`src/rtl/lrdv_pkg.sv`:
```
`default_nettype none
// ----------------------------------------------------------------------------
// lrdv_pkg
// shared types and constants for the log record deframer and verifier
// ----------------------------------------------------------------------------
package lrdv_pkg;

    localparam int unsigned HDR_BYTES   = 16;
    localparam int unsigned HDR_IDX_W   = 4;
    localparam int unsigned SUM_W       = 32;
    localparam int unsigned SEQ_W       = 64;
    localparam int unsigned LEN_W       = 16;
    localparam logic [SUM_W-1:0] COUNT_MAX = 32'hFFFF_FFFF;

    // header layout, byte offsets
    localparam logic [HDR_IDX_W-1:0] HDR_CSUM_OFS = 4'd0;
    localparam logic [HDR_IDX_W-1:0] HDR_SEQ_OFS  = 4'd4;
    localparam logic [HDR_IDX_W-1:0] HDR_KLEN_OFS = 4'd12;
    localparam logic [HDR_IDX_W-1:0] HDR_VLEN_OFS = 4'd14;
    localparam logic [HDR_IDX_W-1:0] HDR_LAST_IDX = 4'(HDR_BYTES - 1);

    typedef enum logic [3:0] {
        PH_HEADER  = 4'b0001,
        PH_KEY     = 4'b0010,
        PH_VALUE   = 4'b0100,
        PH_DISCARD = 4'b1000
    } phase_t;

    typedef logic [1:0] role_t;
    localparam role_t ROLE_HEADER  = 2'd0;
    localparam role_t ROLE_KEY     = 2'd1;
    localparam role_t ROLE_VALUE   = 2'd2;
    localparam role_t ROLE_DISCARD = 2'd3;

endpackage
`default_nettype wire

```
`src/rtl/log_record_deframer_verify_top.sv`:
```
`default_nettype none
// ----------------------------------------------------------------------------
// log_record_deframer_verify_top
// deframes a byte-wide log stream, tags each byte and checks each record
//
// input channel s_*: one log byte per beat, s_final_byte marks the last byte
// of the file. output channel m_*: one result beat per input beat, carrying
// the byte, its role, the record flags and the header fields decoded so far.
// result: registered; it appears in the cycle after its input beat is accepted.
// throughput: one byte per cycle; the parser state and the result register
// are updated in the same cycle, so a new beat is taken every cycle while the
// receiver keeps taking results.
// stall: when m_ready is low the result register holds its beat and s_ready
// drops; it rises again in the cycle the waiting result is taken.
// reset (aresetn low, synchronous): parser back to the header phase, all
// record fields, record count and highest sequence cleared, no result pending.
// after a final byte the parser and record count restart; the highest
// sequence number is kept.
// ----------------------------------------------------------------------------
module log_record_deframer_verify_top (
    input  wire logic        aclk,
    input  wire logic        aresetn,
    input  wire logic        s_valid,
    output logic             s_ready,
    input  wire logic [7:0]  s_log_byte,
    input  wire logic        s_final_byte,
    output logic             m_valid,
    input  wire logic        m_ready,
    output logic [1:0]       m_byte_role,
    output logic [7:0]       m_byte_out,
    output logic             m_record_good,
    output logic             m_record_corrupt,
    output logic             m_partial_at_end,
    output logic [63:0]      m_record_sequence,
    output logic [15:0]      m_key_length,
    output logic [15:0]      m_value_length,
    output logic [31:0]      m_records_accepted,
    output logic [63:0]      m_highest_sequence
);
    import lrdv_pkg::*;

    // parser state
    phase_t                 phase_reg, phase_next;
    logic [HDR_IDX_W-1:0]   idx_reg, idx_next;
    logic [SUM_W-1:0]       csum_reg, csum_next;
    logic [SEQ_W-1:0]       seq_reg, seq_next;
    logic [LEN_W-1:0]       klen_reg, klen_next;
    logic [LEN_W-1:0]       vlen_reg, vlen_next;
    logic [LEN_W-1:0]       rem_reg, rem_next;
    logic [SUM_W-1:0]       sum_reg, sum_next;
    logic [SUM_W-1:0]       cnt_reg, cnt_next;
    logic [SEQ_W-1:0]       max_reg, max_next;

    // result register
    logic                   out_valid_reg;
    role_t                  role_reg;
    logic [7:0]             byte_reg;
    logic                   good_reg, corrupt_reg, partial_reg;
    logic [SEQ_W-1:0]       oseq_reg;
    logic [LEN_W-1:0]       oklen_reg, ovlen_reg;
    logic [SUM_W-1:0]       ocnt_reg;
    logic [SEQ_W-1:0]       omax_reg;

    // combinational step
    role_t                  role;
    phase_t                 phase_step;
    logic [HDR_IDX_W-1:0]   idx_step;
    logic [SEQ_W-1:0]       seq_step;
    logic [LEN_W-1:0]       klen_step, vlen_step, rem_step, rem_dec;
    logic [SUM_W-1:0]       csum_step, sum_step, calc;
    logic                   done, good, corrupt, partial;
    logic                   accept;

    assign accept  = s_valid && s_ready;
    assign s_ready = !out_valid_reg || m_ready;
    assign rem_dec = rem_reg - LEN_W'(1);

    always_comb begin
        role       = ROLE_DISCARD;
        phase_step = phase_reg;
        idx_step   = idx_reg;
        csum_step  = csum_reg;
        seq_step   = seq_reg;
        klen_step  = klen_reg;
        vlen_step  = vlen_reg;
        rem_step   = rem_reg;
        sum_step   = sum_reg;
        done       = 1'b0;
        unique case (phase_reg)
            PH_HEADER: begin
                role = ROLE_HEADER;
                if (idx_reg == HDR_CSUM_OFS) begin
                    csum_step = '0;
                    seq_step  = '0;
                    klen_step = '0;
                    vlen_step = '0;
                    sum_step  = '0;
                end
                for (int k = 0; k < 4; k++) begin
                    if (idx_reg == HDR_CSUM_OFS + HDR_IDX_W'(k)) begin
                        csum_step[8*k +: 8] = s_log_byte;
                    end
                end
                for (int k = 0; k < 8; k++) begin
                    if (idx_reg == HDR_SEQ_OFS + HDR_IDX_W'(k)) begin
                        seq_step[8*k +: 8] = s_log_byte;
                    end
                end
                for (int k = 0; k < 2; k++) begin
                    if (idx_reg == HDR_KLEN_OFS + HDR_IDX_W'(k)) begin
                        klen_step[8*k +: 8] = s_log_byte;
                    end
                    if (idx_reg == HDR_VLEN_OFS + HDR_IDX_W'(k)) begin
                        vlen_step[8*k +: 8] = s_log_byte;
                    end
                end
                if (idx_reg == HDR_LAST_IDX) begin
                    idx_step = '0;
                    if (klen_step != '0) begin
                        phase_step = PH_KEY;
                        rem_step   = klen_step;
                    end else if (vlen_step != '0) begin
                        phase_step = PH_VALUE;
                        rem_step   = vlen_step;
                    end else begin
                        done = 1'b1;
                    end
                end else begin
                    idx_step = idx_reg + HDR_IDX_W'(1);
                end
            end
            PH_KEY: begin
                role     = ROLE_KEY;
                sum_step = sum_reg + SUM_W'(s_log_byte);
                rem_step = rem_dec;
                if (rem_dec == '0) begin
                    if (vlen_reg != '0) begin
                        phase_step = PH_VALUE;
                        rem_step   = vlen_reg;
                    end else begin
                        done = 1'b1;
                    end
                end
            end
            PH_VALUE: begin
                role     = ROLE_VALUE;
                sum_step = sum_reg + SUM_W'(s_log_byte);
                rem_step = rem_dec;
                if (rem_dec == '0) begin
                    done = 1'b1;
                end
            end
            PH_DISCARD: begin
                role = ROLE_DISCARD;
            end
            default: begin
                role = ROLE_DISCARD;
            end
        endcase

        calc     = (seq_step[31:0] ^ seq_step[63:32]) + sum_step;
        good     = done && (calc == csum_step);
        corrupt  = done && (calc != csum_step);
        partial  = s_final_byte && !done && (role != ROLE_DISCARD);

        cnt_next = cnt_reg;
        max_next = max_reg;
        if (good) begin
            if (cnt_reg != COUNT_MAX) begin
                cnt_next = cnt_reg + SUM_W'(1);
            end
            if (seq_step > max_reg) begin
                max_next = seq_step;
            end
            phase_step = PH_HEADER;
            idx_step   = '0;
        end else if (corrupt) begin
            phase_step = PH_DISCARD;
        end

        phase_next = phase_step;
        idx_next   = idx_step;
        csum_next  = csum_step;
        seq_next   = seq_step;
        klen_next  = klen_step;
        vlen_next  = vlen_step;
        rem_next   = rem_step;
        sum_next   = sum_step;
    end

    always_ff @(posedge aclk) begin
        if (!aresetn) begin
            phase_reg <= PH_HEADER;
            idx_reg   <= '0;
            csum_reg  <= '0;
            seq_reg   <= '0;
            klen_reg  <= '0;
            vlen_reg  <= '0;
            rem_reg   <= '0;
            sum_reg   <= '0;
            cnt_reg   <= '0;
            max_reg   <= '0;
        end else if (accept) begin
            max_reg <= max_next;
            if (s_final_byte) begin
                // restart for the next file
                phase_reg <= PH_HEADER;
                idx_reg   <= '0;
                csum_reg  <= '0;
                seq_reg   <= '0;
                klen_reg  <= '0;
                vlen_reg  <= '0;
                rem_reg   <= '0;
                sum_reg   <= '0;
                cnt_reg   <= '0;
            end else begin
                phase_reg <= phase_next;
                idx_reg   <= idx_next;
                csum_reg  <= csum_next;
                seq_reg   <= seq_next;
                klen_reg  <= klen_next;
                vlen_reg  <= vlen_next;
                rem_reg   <= rem_next;
                sum_reg   <= sum_next;
                cnt_reg   <= cnt_next;
            end
        end
    end

    always_ff @(posedge aclk) begin
        if (!aresetn) begin
            out_valid_reg <= 1'b0;
        end else if (accept) begin
            out_valid_reg <= 1'b1;
        end else if (m_ready) begin
            out_valid_reg <= 1'b0;
        end
    end

    always_ff @(posedge aclk) begin
        if (accept) begin
            role_reg    <= role;
            byte_reg    <= s_log_byte;
            good_reg    <= good;
            corrupt_reg <= corrupt;
            partial_reg <= partial;
            oseq_reg    <= seq_next;
            oklen_reg   <= klen_next;
            ovlen_reg   <= vlen_next;
            ocnt_reg    <= cnt_next;
            omax_reg    <= max_next;
        end
    end

    assign m_valid            = out_valid_reg;
    assign m_byte_role        = role_reg;
    assign m_byte_out         = byte_reg;
    assign m_record_good      = good_reg;
    assign m_record_corrupt   = corrupt_reg;
    assign m_partial_at_end   = partial_reg;
    assign m_record_sequence  = oseq_reg;
    assign m_key_length       = oklen_reg;
    assign m_value_length     = ovlen_reg;
    assign m_records_accepted = ocnt_reg;
    assign m_highest_sequence = omax_reg;

    // checks
    a_accept_gives_result: assert property (@(posedge aclk) disable iff (!aresetn)
        accept |=> m_valid)
        else $error("accepted beat produced no result");

    a_flags_exclusive: assert property (@(posedge aclk) disable iff (!aresetn)
        m_valid |-> !(m_record_good && m_record_corrupt)
                    && !(m_partial_at_end && (m_record_good || m_record_corrupt)))
        else $error("record flags not exclusive");

    a_discard_no_flags: assert property (@(posedge aclk) disable iff (!aresetn)
        (m_valid && m_byte_role == ROLE_DISCARD)
            |-> !m_record_good && !m_record_corrupt && !m_partial_at_end)
        else $error("flag raised on a discarded byte");

    a_highest_monotonic: assert property (@(posedge aclk) disable iff (!aresetn)
        (accept && $past(aresetn)) |=> (max_reg >= $past(max_reg)))
        else $error("highest sequence decreased");

endmodule
`default_nettype wire

```
`config.mk`:
```
export PLATFORM = sky130hd
export DESIGN_NAME = log_record_deframer_verify_top
export DESIGN_NICKNAME = d
export VERILOG_FILES = /design/src/rtl/lrdv_pkg.sv /design/src/rtl/log_record_deframer_verify_top.sv
export SDC_FILE = /design/constraint.sdc
export NUM_CORES = 1
export LEC_CHECK = 0
export BUFFER_PORTS_ARGS = -buffer_cell sky130_fd_sc_hd__buf_2
export CORE_MARGIN = 2
export CORE_UTILIZATION = 28
export DETAILED_ROUTE_END_ITERATION = 7
export GPL_ROUTABILITY_DRIVEN = 0
export HOLD_SLACK_MARGIN = 0.12
export PLACE_DENSITY = 0.56
export SLEW_MARGIN = 20
export SYNTH_ARGS = -nofsm -noshare
export SYNTH_HDL_FRONTEND = slang
export SYNTH_SLANG_ARGS = --single-unit
```
`constraint.sdc`:
```
create_clock -name aclk -period 9.45 [get_ports aclk]
set_input_delay 0.4725 -clock aclk [delete_from_list [all_inputs] [get_ports aclk]]
set_output_delay 0.4725 -clock aclk [all_outputs]
set_load 0.05 [all_outputs]
```
After elaboration in Yosys (flattened, before gate mapping)
Cells that the tools add are included.

operators by class
  eq/ne operators = 28
  magnitude comparators = 1
  multiplexer cells = 70
  bitwise logic cells = 1
  add/sub/neg operators = 5
  reduce and logical (&&, ||, !) cells = 21

operators with widths
  cell                     count
  $mux W64                 5
  $mux W32                 8
  $mux W16                 12
  $mux W8                  20
  $gt A64 B64 Y1           1
  $pmux W32 S2             1
  $mux W4                  12
  $pmux W16 S3             1
  $reduce_bool A16 Y1      3
  $add A32 B1 Y32 const B  1
  $add A32 B32 Y32         1
  $add A32 B8 Y32          1
  $eq A32 B32 Y1           1
  $eq A4 B4 Y1 const B     8
  $ne A32 B32 Y1           1
  $ne A32 B32 Y1 const B   1
  $xor A32 B32 Y32         1
  $eq A4 B3 Y1 const B     5
  $logic_not A16 Y1        1
  $sub A16 B1 Y16 const B  1
  $ne A5 B5 Y1 const B     3
  $eq A4 B2 Y1 const B     3
  $eq A4 B1 Y1 const B     2
  $mux W1                  8
  20 further kinds         25

storage, ports and cells
  bits of input ports = 13
  output and inout port bits = 207
  register bits after elaboration = 486
  word-level logic and storage cells = 147

Depth between registers and ports, before layout
  depth in word-level cells = 13
  mapped depth = 30
  mapped depth without buffers = 26

Worst setup path after synthesis
Ideal clock, no wire load.

  path type = register to register
  from = register out_valid_reg, in the netlist m_valid
  to = register csum_reg[0]
  cell stages (with the launch flop) = 9
  setup slack = 107 ps
  arrival time = 9276 ps
  data required time = 9383 ps
  buffers on the path = 1
  period minus slack after synthesis = 9343 ps
  setup time = 67 ps
  cell sequence = dfxtp_1 nand2b_1 nand2_1 inv_1 clkbuf_1 nand2_1 nor2_1 a22oi_1 nor2b_1

on the way
  word-level cells in the longest chain between the ends = 3

ends and longest elaborated chain
  item                      RTL line                               RTL
  start: declaration        log_record_deframer_verify_top.sv:55   logic out_valid_reg;
  start signal: assignment  log_record_deframer_verify_top.sv:232  out_valid_reg <= 1'b0;
  start signal: assignment  log_record_deframer_verify_top.sv:234  out_valid_reg <= 1'b1;
  start signal: assignment  log_record_deframer_verify_top.sv:236  out_valid_reg <= 1'b0;
  $logic_not A1 Y1          log_record_deframer_verify_top.sv:75   assign s_ready = !out_valid_reg || m_ready;
  $logic_or A1 B1 Y1        log_record_deframer_verify_top.sv:75
  net s_ready               log_record_deframer_verify_top.sv:24   output logic s_ready,
  $logic_and A1 B1 Y1       log_record_deframer_verify_top.sv:74   assign accept = s_valid && s_ready;
  net accept                log_record_deframer_verify_top.sv:72   logic accept;
  end signal: assignment    log_record_deframer_verify_top.sv:219  csum_reg <= csum_next;
  end: declaration          log_record_deframer_verify_top.sv:45   logic [SUM_W-1:0] csum_reg, csum_next;

The timed path passes the listed nets, and every way through them passes these cells.
A chain may end at the register's enable or synchronous reset.

Final worst setup path
  from = register sum_reg[0]
  to = register cnt_reg[12]

on the way
  word-level cells in the longest chain between the ends = 7
  elaborated cells between the ends (all ways) = 8
  those cells by class = 2 x add/sub; 1 x eq/ne; 4 x mux; 1 x reduce/logical

ends and longest elaborated chain
  item                                         RTL line                                                                                                            RTL
  start: declaration                           log_record_deframer_verify_top.sv:50                                                                                logic [SUM_W-1:0] sum_reg, sum_next;
  start signal: assignment                     log_record_deframer_verify_top.sv:224                                                                               sum_reg <= sum_next;
  $add A32 B8 Y32 or $mux W32 (tied branches)  log_record_deframer_verify_top.sv:134, log_record_deframer_verify_top.sv:147, log_record_deframer_verify_top.sv:92
  $pmux W32 S2 *                               log_record_deframer_verify_top.sv:89                                                                                unique case (phase_reg)
  $add A32 B32 Y32 *                           log_record_deframer_verify_top.sv:161                                                                               calc = (seq_step[31:0] ^ seq_step[63:32]) + sum_step;
  $eq A32 B32 Y1 *                             log_record_deframer_verify_top.sv:162                                                                               good = done && (calc == csum_step);
  $logic_and A1 B1 Y1 *                        log_record_deframer_verify_top.sv:162
  $mux W32 *                                   log_record_deframer_verify_top.sv:168                                                                               if (good) begin
  $mux W32 *                                   log_record_deframer_verify_top.sv:205                                                                               if (s_final_byte) begin
  end signal: assignment                       log_record_deframer_verify_top.sv:225                                                                               cnt_reg <= cnt_next;
  end: declaration                             log_record_deframer_verify_top.sv:51                                                                                logic [SUM_W-1:0] cnt_reg, cnt_next;

Every way passes the cells marked *; elsewhere a longest branch is shown, timed or not.

==> out/metrics.cfg <==
[yosys]
synth_top_area_frac = 0.2274
synth.distinct_cells = 82
synth_top_area_cell = edfxtp_1
dominantRegCellSynth = dfxtp_1
syn_avg_cell_area_sq_um = 9.639
syn_inst = 2808
ys_seq_elements = 486
yosysWarnings = 0
syn-num-nets = 2933
ys_seq_area_frac = 0.4353
ys_async_sr_fraction = 0
syn-cell-area_sq_mm = 0.02707
yosys-top-cells-area = edfxtp_1 23%, dfxtp_1 21%, nor2b_1 5.6%
synth_edf_count = 205

[clock_network]
clk_latency_ps = 670
cts_setup_buffers = 0
ctsLongestPathBuffers = 3
clk_pin_slew_ps = 60
htree_num_levels = 2
clock-sinks = 486
holdBufCountCts = 1
numCtsBuffers = 58
cts-resized-gates = 0
ctsRootBufferMaster = clkbuf_16
cts_tree = built

[global_route]
grt_pass1_vias = 20910
antenna_found_initial = 3
track_usage = 0.1692
overflow = 0
grt_start_max_net_pins = 102
grt_pass1_wl_um = 130700

[worst_setup_path]
cp_data_arrival_time_ps = 8430
start_kind = register
required_ps = 9990
critical_path.max_fanout = 60
end_kind = register
critPathKind = register to register
cp_common_cell = o21ai_0
slowest_delay_ps = 610
cpMaxStageDelayCell = a311oi_1
path_buf_inv = 3
cpLargestDelayFamily = compound AO/OA/AOI/OAI gates

[floorplan]
die-area_sq_mm = 0.09917
fp.dieW_um = 314.9
num_rows = 114
start_util = 0.2811
core_area_sq_mm = 0.09628
die_h_um = 314.9
io_pins = 220

[cells_and_area]
stdcell_area_sq_mm = 0.03146
drive_gt1_frac = 0.1561
final_cell_mix = 281 x dfxtp_1, 243 x nor2b_1, 229 x nand2_1, 218 x buf_2, 205 x edfxtp_1
area_delta_synth_final_pct = 16.23
stdcell_count = 4263
finalNetCount = 3062
final_common_cell = dfxtp_1

[sta]
hold_viol = 0
skew_ps = 42.93
max_freq_ghz = 0.1267
fin_ws_ps = 1558
min_period_ps = 7892
fin_crit_sh = 0.8351
tns_ps = 0
setup_viol = 0
rsz0062_at_grt = false
hold_ws_ps = 207.1
tightest_slew_ps = 1064
drv_slew = 0
max-slew-margin-rel = 0.2900

[pwr]
max-vdd-ir-drop_mv = 0.1093
p_seq_frac = 0.439
power.density_mw_per_mm2 = 162.8
power.leakage_uw = 0.01190
intPower_uw = 3739
power.net_switching_uw = 1383
sw_frac_of_total = 0.2701
power.share.clock = 0.471
comb_power_share = 0.090

[route]
wl_per_cell_um = 20.39
first_pass_iters = 6
vias = 22390
drtAntennaViolNets = 0
drc_errors = 0
drt_wl_total_um = 86940
drt_iter0_drc = 2157
via_per_inst = 5.253

[job]
maxCapViolCount = 0

[run_status]
status = complete, no violations

[placement]
dpl_cell_area_sq_mm = 0.02940
port_buffers = 219
post-place-ws_ps = 1399
hpwl_um = 58990
dp.cells = 4152

[min_path]
min_path_type = input port to register

## metrics by stage
step / util / total power (uW)
after floorplan: - / 2623
after global placement: 0.3054 / 2759
after detailed placement: 0.3054 / 2758
after CTS: 0.3267 / 5191
after global routing: 0.3267 / 5286
final: 0.3268 / 5122
## worst reg2reg max path: cells and delay by family (launching register included)
family | cells | cell delay, ps
AOI/OAI and AO/OA | 15 | 4080
and+or+nand+nor | 4 | 1290
adders and majority gates | 3 | 1040
buffers and inverters | 3 | 540
xor gates and xnor gates | 1 | 450
DFF | 1 | 380
## cell type report
| class | instances | area (sq um) |
|---|---|---|
| fillers | 9892 | 64820 |
| multi-input cells | 2037 | 14210 |
| flip-flops and latches | 486 | 11780 |
| well taps | 1276 | 1597 |
| clock buffers | 69 | 1577 |
| repair buffers | 263 | 1473 |
| clock inverters | 40 | 467.9 |
| inverters | 91 | 349.1 |
| diodes | 1 | 2.502 |
## path summary, 6_finish.rpt
check | startpoint | end | slack [ps] | depth (start not counted)
hold reg to reg | cnt_reg[1] | cnt_reg[1] | 490 | 2
hold / removal | m_ready | m_valid | 210 | 3
setup reg to reg | sum_reg[0] | cnt_reg[12] | 1560 | 26
setup / recovery | sum_reg[0] | cnt_reg[12] | 1560 | 26
## Yosys cell counts, types with 9 or more instances
master and instances:
a211oi_1 17, or2_2 11, mux2_2 63, nor3_1 26
a21o_1 56, o21ai_0 130, mux2i_1 74, buf_2 15
clkbuf_1 165, nand2_1 230, nor2b_1 243, o21a_1 10
ha_1 110, o211ai_1 17, xor2_1 62, nor3b_1 10
o21ai_1 17, a21oi_1 102, a31oi_1 24, and4_1 16
nand3_1 61, nor2_1 93, a22o_1 64, o31ai_1 16
a31o_2 9, or3_1 17, o22ai_1 23, a22oi_1 179
and3_1 52, a32o_1 12, a41oi_1 11, and2_1 25
a21boi_0 9, xnor2_1 59, edfxtp_1 205, inv_1 91
o221ai_1 14, nand4_1 39, nor4b_1 11, nand2b_1 12
nor4_1 20, dfxtp_1 281
## power groups by stage
stage / Sequential, uW / Combinational, uW / Clock [uW]
after detailed placement: 2290 / 464 / 0
after floorplan: 2450 / 177 / 0
final: 2250 / 462 / 2410
after global placement: 2300 / 464 / 0
after global routing: 2250 / 487 / 2550
after CTS: 2250 / 465 / 2480
## cell families after synthesis
logic type	synth area share
AND/OR/NAND/NOR	0.1783
XOR/XNOR	0.03999
flip-flops	0.4353
multiplexers	0.05358
buffers and inverters	0.04160
adder cells (fa/ha/maj)	0.05233
AO/OA/AOI/OAI	0.1990
## layer usage
layer / wire length, um / up-vias / part of all wire / track usage
li1: - / 10710 / - / -
met1: 40930 / 10880 / 0.47 / 0.2403
met2: 38710 / 705 / 0.45 / 0.2662
met3: 5513 / 105 / 0.063 / 0.02658
met4: 1777 / 0 / 0.020 / 0.04426
met5: 0 / - / 0 / 0
Power figures use the tool's default switching activity.
